==> src/design/nbsc_pkg.sv <==
// Shared types, constants and helper functions for the natural break scale classifier.
package nbsc_pkg;

  localparam int SIZE_W = 24;
  localparam int CNT_W  = 7;
  localparam int GIDX_W = 6;
  localparam int LVL_W  = 2;
  localparam int SUM_W  = 26;
  localparam int SQ_W   = 50;
  localparam int D_W    = 52;
  localparam int ROOT_W = 26;
  localparam int DIVD_W = 28;
  localparam int DVSR_W = 4;

  localparam logic [LVL_W-1:0] LVL_SMALL  = 2'd0;
  localparam logic [LVL_W-1:0] LVL_MEDIUM = 2'd1;
  localparam logic [LVL_W-1:0] LVL_LARGE  = 2'd2;

  localparam logic [DVSR_W-1:0] DIV_BY_SIX = 4'd6;
  localparam logic [DVSR_W-1:0] DIV_BY_TEN = 4'd10;

  typedef enum logic [3:0] {
    THR_HOLD, THR_ZERO, THR_RANGE, THR_GAPS,
    THR_SQ0, THR_SQ1, THR_SQ2, THR_SQ3, THR_DIFF
  } thr_op_t;

  typedef enum logic [1:0] {
    DOP_HI, DOP_LO, DOP_SCALE_LG, DOP_SCALE_MD
  } div_op_t;

  typedef enum logic [4:0] {
    ST_LOAD, ST_SORT_I, ST_SORT_IC, ST_SORT_J, ST_SORT_W, ST_SCAN, ST_FORM,
    ST_SQ1, ST_SQ2, ST_SQ3, ST_DIFF, ST_ROOT_GO, ST_ROOT_WAIT,
    ST_DHI_GO, ST_DHI_WAIT, ST_DLO_GO, ST_DLO_WAIT, ST_COUNT, ST_CHECK,
    ST_SL_GO, ST_SL_WAIT, ST_SM_GO, ST_SM_WAIT,
    ST_EMIT_RD, ST_EMIT_LD, ST_EMIT_WAIT
  } state_t;

  typedef struct packed {
    logic             load;
    logic [CNT_W-1:0] size_addr;
    logic [CNT_W-1:0] sort_addr;
    logic             si_cap;
    logic             rank_clr;
    logic             rank_en;
    logic [CNT_W-1:0] cmp_idx;
    logic [CNT_W-1:0] self_idx;
    logic             sort_wr;
    logic             scan_clr;
    logic             scan_en;
    logic [CNT_W-1:0] scan_idx;
    thr_op_t          thr_op;
    logic             root_start;
    logic             div_start;
    div_op_t          div_op;
    logic             cnt_clr;
    logic             cnt_en;
    logic             out_load;
    logic [CNT_W-1:0] out_idx;
    logic             out_last;
    logic             batch_clr;
  } nbsc_cmd_t;

  typedef struct packed {
    logic [CNT_W-1:0] cnt;
    logic [CNT_W-1:0] nz;
    logic             root_done;
    logic             div_done;
    logic             scale_need;
    logic             out_fire;
  } nbsc_status_t;

  function automatic logic [SIZE_W-1:0] clamp_size(input logic [DIVD_W-1:0] v);
    logic [SIZE_W-1:0] res;
    if (v[DIVD_W-1:SIZE_W] != '0) begin
      res = '1;
    end else begin
      res = v[SIZE_W-1:0];
    end
    return res;
  endfunction

  function automatic logic [LVL_W-1:0] level_of(input logic [SIZE_W-1:0] s,
                                                 input logic [SIZE_W-1:0] lg,
                                                 input logic [SIZE_W-1:0] md);
    logic [LVL_W-1:0] res;
    if (s >= lg) begin
      res = LVL_LARGE;
    end else if (s >= md) begin
      res = LVL_MEDIUM;
    end else begin
      res = LVL_SMALL;
    end
    return res;
  endfunction

endpackage

==> src/design/nbsc_ctrl.sv <==
// Controller state machine sequencing load, sort, threshold, count and emit phases.
module nbsc_ctrl (
  input  logic                   clk,
  input  logic                   rst_n,
  input  logic                   in_valid,
  input  logic                   in_last,
  output logic                   in_ready,
  input  nbsc_pkg::nbsc_status_t status,
  output nbsc_pkg::nbsc_cmd_t    cmd
);
  import nbsc_pkg::*;

  state_t           state_r;
  state_t           state_nxt;
  logic [CNT_W-1:0] i_r;
  logic [CNT_W-1:0] i_nxt;
  logic [CNT_W-1:0] j_r;
  logic [CNT_W-1:0] j_nxt;

  always_ff @(posedge clk) begin
    if (!rst_n) begin
      state_r <= ST_LOAD;
      i_r     <= '0;
      j_r     <= '0;
    end else begin
      state_r <= state_nxt;
      i_r     <= i_nxt;
      j_r     <= j_nxt;
    end
  end

  always_comb begin
    state_nxt = state_r;
    i_nxt     = i_r;
    j_nxt     = j_r;
    in_ready  = 1'b0;
    cmd       = '0;
    cmd.thr_op = THR_HOLD;
    cmd.div_op = DOP_HI;
    unique case (state_r)
      ST_LOAD: begin
        in_ready = 1'b1;
        cmd.load = in_valid;
        if (in_valid && in_last) begin
          i_nxt     = '0;
          state_nxt = ST_SORT_I;
        end
      end
      ST_SORT_I: begin
        cmd.size_addr = i_r;
        state_nxt     = ST_SORT_IC;
      end
      ST_SORT_IC: begin
        cmd.si_cap   = 1'b1;
        cmd.rank_clr = 1'b1;
        j_nxt        = '0;
        state_nxt    = ST_SORT_J;
      end
      ST_SORT_J: begin
        cmd.size_addr = j_r;
        cmd.rank_en   = (j_r != '0);
        cmd.cmp_idx   = j_r - 7'd1;
        cmd.self_idx  = i_r;
        if (j_r == status.cnt) begin
          state_nxt = ST_SORT_W;
        end else begin
          j_nxt = j_r + 7'd1;
        end
      end
      ST_SORT_W: begin
        cmd.sort_wr  = 1'b1;
        cmd.scan_clr = 1'b1;
        if (i_r + 7'd1 == status.cnt) begin
          j_nxt     = '0;
          state_nxt = ST_SCAN;
        end else begin
          i_nxt     = i_r + 7'd1;
          state_nxt = ST_SORT_I;
        end
      end
      ST_SCAN: begin
        cmd.sort_addr = j_r;
        cmd.scan_en   = (j_r != '0);
        cmd.scan_idx  = j_r - 7'd1;
        if (j_r == status.nz) begin
          state_nxt = ST_FORM;
        end else begin
          j_nxt = j_r + 7'd1;
        end
      end
      ST_FORM: begin
        j_nxt     = '0;
        state_nxt = ST_COUNT;
        priority if (status.nz == '0) begin
          cmd.thr_op = THR_ZERO;
        end else if (status.nz < 7'd3) begin
          cmd.thr_op = THR_RANGE;
        end else if (status.nz == 7'd3) begin
          cmd.thr_op = THR_SQ0;
          state_nxt  = ST_SQ1;
        end else begin
          cmd.thr_op = THR_GAPS;
        end
      end
      ST_SQ1: begin
        cmd.thr_op = THR_SQ1;
        state_nxt  = ST_SQ2;
      end
      ST_SQ2: begin
        cmd.thr_op = THR_SQ2;
        state_nxt  = ST_SQ3;
      end
      ST_SQ3: begin
        cmd.thr_op = THR_SQ3;
        state_nxt  = ST_DIFF;
      end
      ST_DIFF: begin
        cmd.thr_op = THR_DIFF;
        state_nxt  = ST_ROOT_GO;
      end
      ST_ROOT_GO: begin
        cmd.root_start = 1'b1;
        state_nxt      = ST_ROOT_WAIT;
      end
      ST_ROOT_WAIT: begin
        if (status.root_done) begin
          state_nxt = ST_DHI_GO;
        end
      end
      ST_DHI_GO: begin
        cmd.div_start = 1'b1;
        cmd.div_op    = DOP_HI;
        state_nxt     = ST_DHI_WAIT;
      end
      ST_DHI_WAIT: begin
        if (status.div_done) begin
          state_nxt = ST_DLO_GO;
        end
      end
      ST_DLO_GO: begin
        cmd.div_start = 1'b1;
        cmd.div_op    = DOP_LO;
        state_nxt     = ST_DLO_WAIT;
      end
      ST_DLO_WAIT: begin
        if (status.div_done) begin
          j_nxt     = '0;
          state_nxt = ST_COUNT;
        end
      end
      ST_COUNT: begin
        cmd.size_addr = j_r;
        cmd.cnt_clr   = (j_r == '0);
        cmd.cnt_en    = (j_r != '0);
        if (j_r == status.cnt) begin
          state_nxt = ST_CHECK;
        end else begin
          j_nxt = j_r + 7'd1;
        end
      end
      ST_CHECK: begin
        i_nxt = '0;
        if (status.scale_need) begin
          state_nxt = ST_SL_GO;
        end else begin
          state_nxt = ST_EMIT_RD;
        end
      end
      ST_SL_GO: begin
        cmd.div_start = 1'b1;
        cmd.div_op    = DOP_SCALE_LG;
        state_nxt     = ST_SL_WAIT;
      end
      ST_SL_WAIT: begin
        if (status.div_done) begin
          state_nxt = ST_SM_GO;
        end
      end
      ST_SM_GO: begin
        cmd.div_start = 1'b1;
        cmd.div_op    = DOP_SCALE_MD;
        state_nxt     = ST_SM_WAIT;
      end
      ST_SM_WAIT: begin
        if (status.div_done) begin
          i_nxt     = '0;
          state_nxt = ST_EMIT_RD;
        end
      end
      ST_EMIT_RD: begin
        cmd.size_addr = i_r;
        state_nxt     = ST_EMIT_LD;
      end
      ST_EMIT_LD: begin
        cmd.out_load = 1'b1;
        cmd.out_idx  = i_r;
        cmd.out_last = (i_r + 7'd1 == status.cnt);
        state_nxt    = ST_EMIT_WAIT;
      end
      ST_EMIT_WAIT: begin
        if (status.out_fire) begin
          if (i_r + 7'd1 == status.cnt) begin
            cmd.batch_clr = 1'b1;
            state_nxt     = ST_LOAD;
          end else begin
            i_nxt     = i_r + 7'd1;
            state_nxt = ST_EMIT_RD;
          end
        end
      end
      default: begin
        state_nxt = ST_LOAD;
      end
    endcase
  end
endmodule

==> config.mk <==
export PLATFORM = sky130hd
export DESIGN_NAME = nbsc_ctrl
export DESIGN_NICKNAME = d
export VERILOG_FILES = /design/src/design/nbsc_pkg.sv /design/src/design/nbsc_ctrl.sv
export SDC_FILE = /design/constraint.sdc
export NUM_CORES = 1
export LEC_CHECK = 0
export ABC_AREA = 1
export CAP_MARGIN = 20
export CORE_AREA = 2 2 68 70
export CTS_BUF_LIST = sky130_fd_sc_hd__clkbuf_8 sky130_fd_sc_hd__clkbuf_16
export DETAILED_ROUTE_END_ITERATION = 8
export DIE_AREA = 0 0 70 72
export DONT_BUFFER_PORTS = 1
export PLACE_DENSITY = 0.67
export SLEW_MARGIN = 20
export SYNTH_ARGS = -nofsm -noshare
export SYNTH_HDL_FRONTEND = slang
export SYNTH_SLANG_ARGS = --single-unit
==> constraint.sdc <==
create_clock -name clk -period 2.17 [get_ports clk]
set_input_delay 0.651 -clock clk [delete_from_list [all_inputs] [get_ports clk]]
set_output_delay 0.651 -clock clk [all_outputs]
set_load 0.005 [all_outputs]
==> impl_metrics.json <==
{
  "status": "finished with violations",
  "violations": "setup timing",
  "yosysUniqueCellTypes": 33,
  "crit_fanout": 3,
  "port_buffers": 0,
  "place_area_um2": 2430,
  "critPathArrivalTime_ns": 1.60,
  "drcViolationCount": 0,
  "p_leak_nw": 1.29,
  "startpoint_type": "flip-flop",
  "final_max_slew_viol_count": 0,
  "nets": 451,
  "antenna_found_initial": 0,
  "num_rows": 24,
  "critPathMaxStageDelay_ns": 0.36,
  "ys_seq_area_share_pct": 16.5,
  "io_pins": 85,
  "ys_async_sr_fraction_pct": 0,
  "rsz0062_at_grt": "yes",
  "place.detailed.hpwl_um": 5520,
  "required_ns": 1.52,
  "grt_max_degree": 17,
  "drive_above_1_share_pct": 27.4,
  "wl_per_cell_um": 15.0,
  "crit_chain": "ha_4, inv_2, nand2_2, nand2_1, nor2_1, nand2_1, inv_1, nand2_2, nor2_4, nand2_2, nor3_2",
  "dieArea_um2": 5040,
  "ys_ff_latch": 19,
  "critPathCapture": "cmd[0]",
  "drt-initial-drc-count": 126,
  "synth_top_cell_area_share_pct": 16.5,
  "routed_via_density": 5.57,
  "holdCritPathClass": "input port to flip-flop",
  "clkLatencyLatePin_ns": 0.26,
  "reg2reg_depth": 15,
  "setup_viol": 2,
  "tritoncts": "done",
  "period_share_pct": 104,
  "synth.avg_cell_area_um2": 5.62,
  "first_pass_iters": 4,
  "clockBufferDepth": 2,
  "ys_warn_count": 0,
  "fp.coreArea_um2": 4260,
  "initial_core_util_pct": 54.0,
  "grt_pass1_wl_um": 11000,
  "die_w_um": 70,
  "r2r_slack_ns": 0.23,
  "finalInstanceArea_um2": 2770,
  "grt_pass1_vias": 2288,
  "cp_num_cells": 11,
  "grtUsageTotal_pct": 27.1,
  "clkTransAtPathRegs_ns": 0.08,
  "cp_common_cell": "nand2_2",
  "path_buf_inv": 2,
  "critPathKind": "flip-flop to output pin",
  "syn_area_um2": 2300,
  "cts_hold_buf": 0,
  "finish.utilization_pct": 64.9,
  "synth_ff_type": "dfxtp_1",
  "area_growth_pct": 20.2,
  "slew_headroom_pct": 70.2,
  "gr-total-overflow": 0,
  "p_per_area_nw_per_um2": 773,
  "critPathLaunch": "i_r[0]",
  "cts_buffers": 3,
  "cts.htree.levels": 1,
  "crit_path_top_delay_cell": "dfxtp_4",
  "syn_nets": 436,
  "antenna_cells": 0,
  "synth.most_common_cell": "nand2_1",
  "finClkSkew_ns": 0.00333,
  "routed_wl_um": 7120,
  "yosysTopAreaCell": "dfxtp_1",
  "synth_cells": 410,
  "r2r-start": "i_r[0]",
  "fin_crit_ns": 2.26,
  "maxCapViolations": 0,
  "cts_root_buf": "clkbuf_8",
  "vias": 2651,
  "worst_pin_slew_ns": 0.446,
  "die_y_um": 72,
  "vdd_ir_drop_max_mv": 0.570,
  "finalHoldViolCount": 0,
  "fmax_mhz": 443,
  "crit_family": "simple AND/OR/NAND/NOR gates",
  "synth_edf_count": 0,
  "gp_congestion": 0.958,
  "synth_commonest_cells": "88 x nand2_1, 73 x nor2_1, 51 x inv_1, 40 x nand3_1, 22 x a21oi_1",
  "finalPower_mw": 2.14,
  "layout_setup_ws_ns": -0.0853,
  "min_delay_path_depth": 2,
  "synth_area_leaders": "dfxtp_1 17%, nand2_1 14%, nor2_1 12%",
  "ant_nets": 0,
  "r2r-end": "j_r[3]",
  "cts.sinks": 19,
  "endpoint_kind": "output pin"
}
## repair_timing
item	in CTS	in global routing
gates resized for setup	17	64
gates cloned	0	0
buffers inserted	2	2
pin swaps	2	5
endpoints found under the setup margin	34	36
## per-stage QoR
| stage | setup TNS, ns | hold WS (ns) | worst slack, ns | instances |
|---|---|---|---|---|
| after floorplan | 0 | 0.495 | 0.0696 | 410 |
| after global placement | 0 | 0.528 | 0.0881 | 468 |
| after detailed placement | 0 | 0.532 | 0.0704 | 468 |
| after CTS | -0.162 | 0.509 | -0.0901 | 474 |
| after global routing | -0.386 | 0.523 | -0.197 | 476 |
| final | -0.137 | 0.510 | -0.0853 | 476 |
## worst min path at each step
| stage | to | startpoint |
|---|---|---|
| after floorplan | state_r[0] | state_r[0] |
| after global routing | i_r[0] | rst_n |
| final | i_r[0] | rst_n |
| after CTS | i_r[0] | rst_n |
| after detailed placement | state_r[3] | state_r[3] |
| after global placement | state_r[3] | state_r[3] |
## sequential cells by signal (all words and copies together), names as in the netlist
name / cells
j_r: 7
i_r: 7
state_r: 5
## logic make-up (layout without fill, tap and decap cells)
family	Yosys count	in the layout	share of synthesized area [%]
buffers and inverters	73	87	13.3
xor gates and xnor gates	24	24	9.13
AOI/OAI and AO/OA	53	53	12.8
and+or+nand+nor	237	237	46.0
adders and majority gates	4	4	2.17
DFF	19	19	16.5
## final cells by class
type,count,area [µm²]
Sequential cell,19,397
Clock buffer,3,41.3
Tap cell,52,65.1
Inverter,59,229
Multi-Input combinational cell,318,1830
Timing Repair Buffer,24,196
Clock inverter,1,5.00
Fill cell,421,1500
## where the power goes
| part | switching [mW] | internal [mW] | leakage [nW] |
|---|---|---|---|
| clock | 0.130 | 0.128 | 0.0255 |
| combinational | 0.847 | 0.477 | 1.11 |
| sequential | 0.112 | 0.444 | 0.159 |
| total | 1.09 | 1.05 | 1.29 |
## metal layers
layer | up-vias | part of all wire [%] | track usage, %
li1 | 1335 | - | -
met1 | 1196 | 42 | 33.7
met2 | 103 | 49 | 46.7
met3 | 17 | 7.1 | 4.86
met4 | 0 | 2.4 | 10.7
met5 | - | 0 | 0
## layout by cell type (no fill, tap or decap), drive strengths merged
cell type and n:
clkbuf 3, buf 24, xor2 16, nand3 42, o32ai 1, o21a 2, nand4 2, nor3 15
clkinv 1, a31oi 2, dfxtp 19, ha 4, a21oi 22, inv 59, o22ai 7, o211ai 2
nand3b 1, nor2 80, o21bai 2, o21ai 15, nand2 96, nor4 1, xnor2 8
Power figures use the tool's default switching activity.
